$ cat config.mk
export PLATFORM = sky130hd
export DESIGN_NAME = subpicture_unit_reframer_flat
export DESIGN_NICKNAME = d
export VERILOG_FILES = /design/src/hw/rtl/spur_pkg.sv /design/src/hw/rtl/spur_ifs.sv /design/src/hw/rtl/spur_front.sv /design/src/hw/rtl/spur_cmd_queue.sv /design/src/hw/rtl/spur_back.sv /design/src/hw/rtl/subpicture_unit_reframer.sv /design/src/flat_wrapper.sv
export SDC_FILE = /design/constraint.sdc
export NUM_CORES = 1
export LEC_CHECK = 0
export ABC_CLOCK_PERIOD_IN_PS = 3690
export BUFFER_PORTS_ARGS = -buffer_cell sky130_fd_sc_hd__buf_2
export CORE_UTILIZATION = 60
export DETAILED_ROUTE_END_ITERATION = 7
export PLACE_DENSITY = 0.8
export SYNTH_ARGS = -nofsm -noshare
export SYNTH_HDL_FRONTEND = slang
export SYNTH_SLANG_ARGS = --single-unit
$ cat constraint.sdc
create_clock -name clk -period 3.69 [get_ports clk]
set_clock_uncertainty 0.15 [all_clocks]
set_input_delay 0.1845 -clock clk [delete_from_list [all_inputs] [get_ports clk]]
set_output_delay 0.1845 -clock clk [all_outputs]
set_load 0.02 [all_outputs]
$ cat src/hw/rtl/spur_pkg.sv
// Shared types and constants of the subpicture unit reframer.
package spur_pkg;

    localparam int BYTE_W          = 8;
    localparam int PTS_W           = 33;
    localparam int LEN_W           = 16;
    localparam int STAMP_BYTES     = 8;
    localparam int STAMP_W         = STAMP_BYTES * BYTE_W;
    localparam int STAMP_CNT_W     = $clog2(STAMP_BYTES + 1);
    localparam int QUEUE_DEPTH_DEF = 4;

    localparam logic [LEN_W-1:0] LEN_MIN = 16'd2;

    // Command kinds handed from the front to the back.
    localparam logic [1:0] CMD_STAMP = 2'd0;  // timestamp then the byte
    localparam logic [1:0] CMD_PASS  = 2'd1;  // the byte alone
    localparam logic [1:0] CMD_ERR   = 2'd2;  // the byte alone, flagged

    typedef struct packed {
        logic [1:0]        kind;
        logic [BYTE_W-1:0] data;
        logic [PTS_W-1:0]  pts;
    } spur_cmd_t;

    typedef struct packed {
        logic full;
        logic empty;
    } spur_q_stat_t;

endpackage

$ cat src/hw/rtl/spur_ifs.sv
// Channel interfaces: packet bytes in, reframed unit bytes out.
interface spur_in_if;
    import spur_pkg::*;
    logic              valid;
    logic              ready;
    logic [BYTE_W-1:0] payload_byte;
    logic              packet_end;
    logic [PTS_W-1:0]  packet_pts;

    modport source (output valid, output payload_byte, output packet_end,
                    output packet_pts, input ready);
    modport sink   (input valid, input payload_byte, input packet_end,
                    input packet_pts, output ready);
endinterface

interface spur_out_if;
    import spur_pkg::*;
    logic              valid;
    logic              ready;
    logic [BYTE_W-1:0] out_byte;
    logic              is_stamp;
    logic              run_last;
    logic              length_error;

    modport source (output valid, output out_byte, output is_stamp,
                    output run_last, output length_error, input ready);
    modport sink   (input valid, input out_byte, input is_stamp,
                    input run_last, input length_error, output ready);
endinterface

$ cat src/hw/rtl/spur_front.sv
// Front: accepts packet bytes, tracks the unit length and issues commands.
module spur_front
    import spur_pkg::*;
(
    input  logic         clk,
    input  logic         rst_n,
    spur_in_if.sink      packet,
    input  spur_q_stat_t q_stat,
    output logic         push,
    output spur_cmd_t    cmd
);

    localparam logic [1:0] PH_HIGH = 2'd0;
    localparam logic [1:0] PH_LOW  = 2'd1;
    localparam logic [1:0] PH_PASS = 2'd2;
    localparam logic [1:0] PH_DROP = 2'd3;

    logic [1:0]        phase_reg, phase_next;
    logic [BYTE_W-1:0] length_high_reg, length_high_next;
    logic [LEN_W-1:0]  bytes_left_reg, bytes_left_next;

    logic             accept;
    logic             len_small;
    logic [LEN_W-1:0] len_rem;
    logic [LEN_W-1:0] left_dec;

    assign packet.ready = !q_stat.full;
    assign accept       = packet.valid && packet.ready;

    assign len_small = (length_high_reg == '0) && (packet.payload_byte[BYTE_W-1:1] == '0);
    assign len_rem   = {length_high_reg, packet.payload_byte} - LEN_MIN;
    assign left_dec  = (bytes_left_reg != '0) ? bytes_left_reg - 1'b1 : bytes_left_reg;

    always_comb
    begin
        phase_next       = phase_reg;
        length_high_next = length_high_reg;
        bytes_left_next  = bytes_left_reg;
        push             = 1'b0;
        cmd.kind         = CMD_PASS;
        cmd.data         = packet.payload_byte;
        cmd.pts          = packet.packet_pts;
        unique case (phase_reg)
            PH_HIGH:
            begin
                push     = accept;
                cmd.kind = CMD_STAMP;
                if (accept)
                begin
                    length_high_next = packet.payload_byte;
                    phase_next       = PH_LOW;
                end
            end
            PH_LOW:
            begin
                push = accept;
                if (len_small)
                begin
                    cmd.kind = CMD_ERR;
                    if (accept)
                    begin
                        bytes_left_next  = '0;
                        length_high_next = '0;
                        phase_next       = packet.packet_end ? PH_HIGH : PH_DROP;
                    end
                end
                else if (accept)
                begin
                    bytes_left_next = len_rem;
                    phase_next      = (len_rem == '0) ? PH_HIGH : PH_PASS;
                end
            end
            PH_PASS:
            begin
                push = accept;
                if (accept)
                begin
                    bytes_left_next = left_dec;
                    if (left_dec == '0)
                        phase_next = PH_HIGH;
                end
            end
            PH_DROP:
            begin
                // drop bytes up to and including the packet end
                if (accept && packet.packet_end)
                    phase_next = PH_HIGH;
            end
            default:
            begin
                phase_next = PH_HIGH;
            end
        endcase
    end

    always_ff @(posedge clk or negedge rst_n)
    begin
        if (!rst_n)
        begin
            phase_reg       <= PH_HIGH;
            length_high_reg <= '0;
            bytes_left_reg  <= '0;
        end
        else
        begin
            phase_reg       <= phase_next;
            length_high_reg <= length_high_next;
            bytes_left_reg  <= bytes_left_next;
        end
    end

    // A unit in progress always has bytes left to pass.
    a_pass_nonzero: assert property (@(posedge clk) disable iff (!rst_n)
        (phase_reg == PH_PASS) |-> (bytes_left_reg != '0))
        else $error("passing phase with no bytes left");

    // After a length error the held length is cleared.
    a_err_clear: assert property (@(posedge clk) disable iff (!rst_n)
        (push && cmd.kind == CMD_ERR) |=> (length_high_reg == '0 && bytes_left_reg == '0))
        else $error("length state not cleared after error");

    // Nothing is issued while dropping.
    a_drop_silent: assert property (@(posedge clk) disable iff (!rst_n)
        (phase_reg == PH_DROP) |-> !push)
        else $error("command issued while dropping");

endmodule

$ cat src/hw/rtl/spur_cmd_queue.sv
// Short command queue between the front and the back.
module spur_cmd_queue
    import spur_pkg::*;
#(
    parameter int DEPTH = QUEUE_DEPTH_DEF
)
(
    input  logic         clk,
    input  logic         rst_n,
    input  logic         push,
    input  spur_cmd_t    push_cmd,
    input  logic         pop,
    output spur_cmd_t    head_cmd,
    output spur_q_stat_t q_stat
);

    localparam int PTR_W = (DEPTH > 1) ? $clog2(DEPTH) : 1;
    localparam int CNT_W = $clog2(DEPTH + 1);
    localparam logic [PTR_W-1:0] PTR_LAST = PTR_W'(DEPTH - 1);
    localparam logic [CNT_W-1:0] CNT_FULL = CNT_W'(DEPTH);

    spur_cmd_t        entry_reg [DEPTH];
    logic [PTR_W-1:0] wr_ptr_reg, rd_ptr_reg;
    logic [CNT_W-1:0] count_reg;

    assign q_stat.full  = (count_reg == CNT_FULL);
    assign q_stat.empty = (count_reg == '0);
    assign head_cmd     = entry_reg[rd_ptr_reg];

    always_ff @(posedge clk)
    begin
        if (push)
            entry_reg[wr_ptr_reg] <= push_cmd;
    end

    always_ff @(posedge clk or negedge rst_n)
    begin
        if (!rst_n)
        begin
            wr_ptr_reg <= '0;
            rd_ptr_reg <= '0;
            count_reg  <= '0;
        end
        else
        begin
            if (push)
                wr_ptr_reg <= (wr_ptr_reg == PTR_LAST) ? '0 : wr_ptr_reg + 1'b1;
            if (pop)
                rd_ptr_reg <= (rd_ptr_reg == PTR_LAST) ? '0 : rd_ptr_reg + 1'b1;
            if (push && !pop)
                count_reg <= count_reg + 1'b1;
            else if (pop && !push)
                count_reg <= count_reg - 1'b1;
        end
    end

    a_no_overflow: assert property (@(posedge clk) disable iff (!rst_n)
        q_stat.full |-> !push)
        else $error("push into full queue");

    a_no_underflow: assert property (@(posedge clk) disable iff (!rst_n)
        q_stat.empty |-> !pop)
        else $error("pop from empty queue");

    a_count_bound: assert property (@(posedge clk) disable iff (!rst_n)
        count_reg <= CNT_FULL)
        else $error("queue count out of range");

endmodule

$ cat src/hw/rtl/spur_back.sv
// Back: expands commands into result bytes through an output register.
module spur_back
    import spur_pkg::*;
(
    input  logic         clk,
    input  logic         rst_n,
    input  spur_cmd_t    head_cmd,
    input  spur_q_stat_t q_stat,
    output logic         pop,
    spur_out_if.source   unit
);

    logic [STAMP_CNT_W-1:0] cnt_reg, cnt_next;
    logic                   out_valid_reg;
    logic [BYTE_W-1:0]      out_byte_reg;
    logic                   is_stamp_reg;
    logic                   run_last_reg;
    logic                   length_error_reg;

    logic                   load;
    logic                   stamp_step;
    logic [2:0]             byte_idx;
    logic [STAMP_W-1:0]     pts_wide;
    logic [BYTE_W-1:0]      stamp_byte;

    assign load       = !q_stat.empty && (!out_valid_reg || unit.ready);
    assign stamp_step = (head_cmd.kind == CMD_STAMP) &&
                        (cnt_reg < STAMP_CNT_W'(STAMP_BYTES));
    assign pop        = load && !stamp_step;

    // Timestamp goes out most significant byte first.
    assign byte_idx   = 3'(STAMP_BYTES - 1) - cnt_reg[2:0];
    assign pts_wide   = {{(STAMP_W - PTS_W){1'b0}}, head_cmd.pts};
    assign stamp_byte = pts_wide[{byte_idx, 3'b000} +: BYTE_W];

    always_comb
    begin
        cnt_next = cnt_reg;
        if (load)
            cnt_next = stamp_step ? cnt_reg + 1'b1 : '0;
    end

    always_ff @(posedge clk or negedge rst_n)
    begin
        if (!rst_n)
        begin
            cnt_reg       <= '0;
            out_valid_reg <= 1'b0;
        end
        else
        begin
            cnt_reg <= cnt_next;
            if (load)
                out_valid_reg <= 1'b1;
            else if (unit.ready)
                out_valid_reg <= 1'b0;
        end
    end

    always_ff @(posedge clk)
    begin
        if (load)
        begin
            out_byte_reg     <= stamp_step ? stamp_byte : head_cmd.data;
            is_stamp_reg     <= stamp_step;
            run_last_reg     <= !stamp_step;
            length_error_reg <= !stamp_step && (head_cmd.kind == CMD_ERR);
        end
    end

    assign unit.valid        = out_valid_reg;
    assign unit.out_byte     = out_byte_reg;
    assign unit.is_stamp     = is_stamp_reg;
    assign unit.run_last     = run_last_reg;
    assign unit.length_error = length_error_reg;

    // A partly emitted timestamp always belongs to a waiting stamp command.
    a_cnt_owner: assert property (@(posedge clk) disable iff (!rst_n)
        (cnt_reg != '0) |-> (!q_stat.empty && head_cmd.kind == CMD_STAMP
                             && cnt_reg <= STAMP_CNT_W'(STAMP_BYTES)))
        else $error("stamp counter without stamp command");

endmodule

$ cat src/hw/rtl/subpicture_unit_reframer.sv
// Top level of the subpicture unit reframer: front, command queue and back.
// An accepted byte is registered in the command queue, then in the output register.
// Throughput: one input byte per cycle while the queue has room; a unit start yields
//   nine output transactions (eight timestamp bytes, then the high length byte), so
//   the output side sets the pace then and the command queue absorbs the burst.
// Reset: rst_n clears the phase, held length, counters, queue and output
//   valid at once; the block takes transactions right after release.
module subpicture_unit_reframer
    import spur_pkg::*;
#(
    parameter int QUEUE_DEPTH = QUEUE_DEPTH_DEF
)
(
    input  logic       clk,
    input  logic       rst_n,
    spur_in_if.sink    packet,
    spur_out_if.source unit
);

    // Front to queue: one command per byte that produces results.
    logic         push;
    spur_cmd_t    push_cmd;

    // Queue to back: head command and queue status.
    logic         pop;
    spur_cmd_t    head_cmd;
    spur_q_stat_t q_stat;

    // Classify each incoming transaction; hold the input while the queue is full.
    spur_front u_front (
        .clk    (clk),
        .rst_n  (rst_n),
        .packet (packet),
        .q_stat (q_stat),
        .push   (push),
        .cmd    (push_cmd)
    );

    // Decouple classification from the variable-length output bursts.
    spur_cmd_queue #(
        .DEPTH (QUEUE_DEPTH)
    ) u_queue (
        .clk      (clk),
        .rst_n    (rst_n),
        .push     (push),
        .push_cmd (push_cmd),
        .pop      (pop),
        .head_cmd (head_cmd),
        .q_stat   (q_stat)
    );

    // Expand each command into output transactions; advance on output ready.
    spur_back u_back (
        .clk      (clk),
        .rst_n    (rst_n),
        .head_cmd (head_cmd),
        .q_stat   (q_stat),
        .pop      (pop),
        .unit     (unit)
    );

endmodule
$ cat src/flat_wrapper.sv
// flat-port wrapper written by rule: the top's interface ports become plain ports
module subpicture_unit_reframer_flat import spur_pkg::*;
#(
    parameter int QUEUE_DEPTH = QUEUE_DEPTH_DEF
)
  (clk, rst_n, packet_valid, packet_payload_byte, packet_packet_end, packet_packet_pts, packet_ready, unit_valid, unit_out_byte, unit_is_stamp, unit_run_last, unit_length_error, unit_ready);
  spur_in_if packet_i ();
  spur_out_if unit_i ();
  input  logic clk;
  input  logic rst_n;
  input wire logic [$bits(packet_i.valid)-1:0] packet_valid;
  input wire logic [$bits(packet_i.payload_byte)-1:0] packet_payload_byte;
  input wire logic [$bits(packet_i.packet_end)-1:0] packet_packet_end;
  input wire logic [$bits(packet_i.packet_pts)-1:0] packet_packet_pts;
  output wire logic [$bits(packet_i.ready)-1:0] packet_ready;
  output wire logic [$bits(unit_i.valid)-1:0] unit_valid;
  output wire logic [$bits(unit_i.out_byte)-1:0] unit_out_byte;
  output wire logic [$bits(unit_i.is_stamp)-1:0] unit_is_stamp;
  output wire logic [$bits(unit_i.run_last)-1:0] unit_run_last;
  output wire logic [$bits(unit_i.length_error)-1:0] unit_length_error;
  input wire logic [$bits(unit_i.ready)-1:0] unit_ready;
  assign packet_i.valid = packet_valid;
  assign packet_i.payload_byte = packet_payload_byte;
  assign packet_i.packet_end = packet_packet_end;
  assign packet_i.packet_pts = packet_packet_pts;
  assign packet_ready = packet_i.ready;
  assign unit_valid = unit_i.valid;
  assign unit_out_byte = unit_i.out_byte;
  assign unit_is_stamp = unit_i.is_stamp;
  assign unit_run_last = unit_i.run_last;
  assign unit_length_error = unit_i.length_error;
  assign unit_i.ready = unit_ready;
  subpicture_unit_reframer #(.QUEUE_DEPTH(QUEUE_DEPTH)) u_core (.clk(clk), .rst_n(rst_n), .packet(packet_i), .unit(unit_i));
endmodule
==> metrics <==
outcome=completed; Port Buffers=58; root buffer cell=clkbuf_16; Min Hold Slack=0.129 ns; CTS H-tree depth=1; synthesized flop and latch total=221; CTS tree=built; Setup WS pre-CTS=0.698 ns; Slowest cell on crit path=mux4_2; P_leak=3.98 nW; first-pass GRT wire length=33600 um; filler instances=937; maximum fanout along the worst path=11; Slew Limit Fails=0; Synth async-reset ratio=17.2%; Core Rows=45; deepest clock path buffer count=3; clk slew on worst S/H paths=0.06 ns; total grt overflow=0; # diodes=0; vias in the first global route=5983; Worst Hold Class=primary input to flop; setup bufs post-CTS=0; HPWL after detailed placement=13200 um; num ports=59; GPL Wtd Cong=0.860; Slew HR=30.6%; Nets=763; f_max=328 MHz; final setup TNS=0 ns; Die Height=128 um; Worst-Skew Late Latency=0.51 ns; Num CTS Buffers=23; drt total wl=21600 um; fin crit share=82.5%; Layout area overhead=18.3%; synth warn=0; overall global routing resource usage=27.8%; WS Path Type=flop to flop; crit path from=u_core.u_queue.rd_ptr_reg[0]; commonest register cell after synthesis=edfxtp_1; Slew @ Worst Pin=1.03 ns; Mean Syn Cell Area=16.1 um^2; # clock sinks=221; PD cells=763 nW/um^2; antenna violations before repair=0; most frequent CP cell=xor2_1; CP Launch Type=flop; number of flip-flops in the largest register=172; post-synthesis sequential area ratio=67.4%; DIE AREA=16400 um^2; Antenna Nets Post-Route=0; Yosys cell types=63; Wirelength per Cell=23.1 um; Final Hold Vio Count=0; reg2reg start=u_core.u_queue.rd_ptr_reg[0]; register area=6450 um^2; pin count of the biggest net entering global routing=44; worst setup margin=0.645 ns; unrepaired setup endpoints after global routing=no; cells after synthesis=592; drt pass-1 iters=8; initial core utilization=62.2%; footprint of the multi-input gates=2950 um^2; CP cell instances=buf_4 -> mux4_2 -> or3_1 -> nand2_1 -> ha_1 -> inv_1 -> fa_1 -> xor2_1 -> nor2_1 -> xor2_1; number of synthesized flops with an enable pin=183; DRT iter0 DRCs=754; IR drop worst, VDD=0.000484 V; crit path buf inv count=2; slowest stage delay, CP=0.55 ns; syn nets=649; endpoints failing setup=0; Worst setup EP type=flop; mean number of vias per cell=6.37; CP delay by family, top=simple AND/OR/NAND/NOR gates; Worst Path Required=3.96 ns; Max-Cap Viols=0; minimum clock period=3.04 ns; share of post-route cells with drive strength above 1=23.9%; Placeable Area=15400 um^2; post-CTS sizing=0; Mapped Area=9560 um^2; # DRC=0; crit path DAT=3.31 ns; Die X-Extent=128 um; hold path startpoint=packet_valid; via count=5952
-- final timing paths --
kind                       slack, ns                          endpoint  depth (start not counted)
max                             0.65       u_core.u_queue.count_reg[2]                         10
min                             0.13       u_core.u_front.phase_reg[0]                          3
max reg2reg                     0.65       u_core.u_queue.count_reg[2]                         10
min reg2reg                     0.35       u_core.u_queue.count_reg[2]                          1
max in group asynchronous       2.55      u_core.u_queue.rd_ptr_reg[0]                          2
min in group asynchronous       0.20  u_core.u_front.bytes_left_reg[1]                          2
-- repair_timing --
| action | 4_1_cts | 5_1_grt |
|---|---|---|
| hold buffers | 44 | 0 |
| endpoints found under the hold margin | 214 | 0 |
| endpoints found under the setup margin | 0 | 0 |
-- Yosys cell counts (4+ instances only) --
library cell,instances,area share (%)
o21ai_1,18,0.94
dfrtp_1,38,9.9
mux4_2,51,12
buf_2,6,0.31
nor2b_1,10,0.65
xor2_1,10,0.92
or3_1,4,0.26
a21oi_1,16,0.84
inv_1,13,0.51
edfxtp_1,183,57
xnor2_1,5,0.46
nor4_1,8,0.52
a31o_1,8,0.73
a31oi_1,4,0.26
nand4_1,7,0.46
or4_1,4,0.31
and2_1,5,0.33
nor2_1,28,1.1
nand2_1,39,1.5
clkbuf_1,16,0.63
nor3_1,10,0.52
nand3_1,15,0.79
ha_1,10,1.3
o21ai_0,15,0.79
-- cells by family after synthesis --
logic type | synth area share [%]
AOI/OAI and AO/OA | 6.57
xor gates and xnor gates | 1.37
adders and majority gates | 1.52
buffers and inverters | 1.73
DFF | 67.4
muxes | 12.7
and+or+nand+nor | 8.70
-- worst reg2reg max path: cells and delay by family (launching register included) --
| kind | cells | cell delay, ns |
|---|---|---|
| simple gates | 3 | 0.59 |
| flops | 1 | 0.41 |
| xor+xnor | 2 | 0.33 |
| fa+ha+maj | 2 | 0.58 |
| buf+inv | 2 | 0.36 |
| mux | 1 | 0.55 |
-- cell usage in the layout, fill, tap and decap left out, types with 16 or more instances in the layout --
cell type	n
a21oi_1	16
buf_2	58
clkbuf_16	23
dfrtp_1	37
dlygate4sd3_1	44
edfxtp_1	183
mux4_2	51
nand2_1	39
nor2_1	28
o21ai_1	18
-- layer usage --
metal / track usage, % / share of wire (%) / up-vias
li1: - / - / 2586
met1: 38.5 / 40 / 3010
met2: 45.5 / 49 / 313
met3: 4.30 / 7.8 / 43
met4: 10.0 / 3.4 / 0
met5: 0 / 0 / -
-- per-stage QoR --
| stage | instance area, um^2 | std cells | utilization (%) | power [mW] |
|---|---|---|---|---|
| floorplan | 9560 | 592 | - | 5.55 |
| global placement | 10100 | 848 | 65.9 | 6.22 |
| detailed placement | 10100 | 848 | 65.9 | 6.34 |
| CTS | 11300 | 934 | 73.6 | 8.64 |
| global route | 11300 | 934 | 73.6 | 9.02 |
| finish | 11300 | 934 | 73.6 | 8.63 |
-- power by group --
group	total [mW]	internal, mW	switching, mW
Combinational	2.59	1.12	1.47
Clock	2.23	1.33	0.893
Sequential	3.81	3.40	0.411
-- area by class of cell --
cell class                      count  share of cell area [%]
Clock buffer                       37                    6.00
Timing Repair Buffer              114                    7.48
Sequential cell                   221                    57.0
Inverter                           15                   0.498
Multi-Input combinational cell    331                    26.1
Tap cell                          211                    2.33
Clock inverter                      5                   0.564
(Power assumes the default switching activity.)
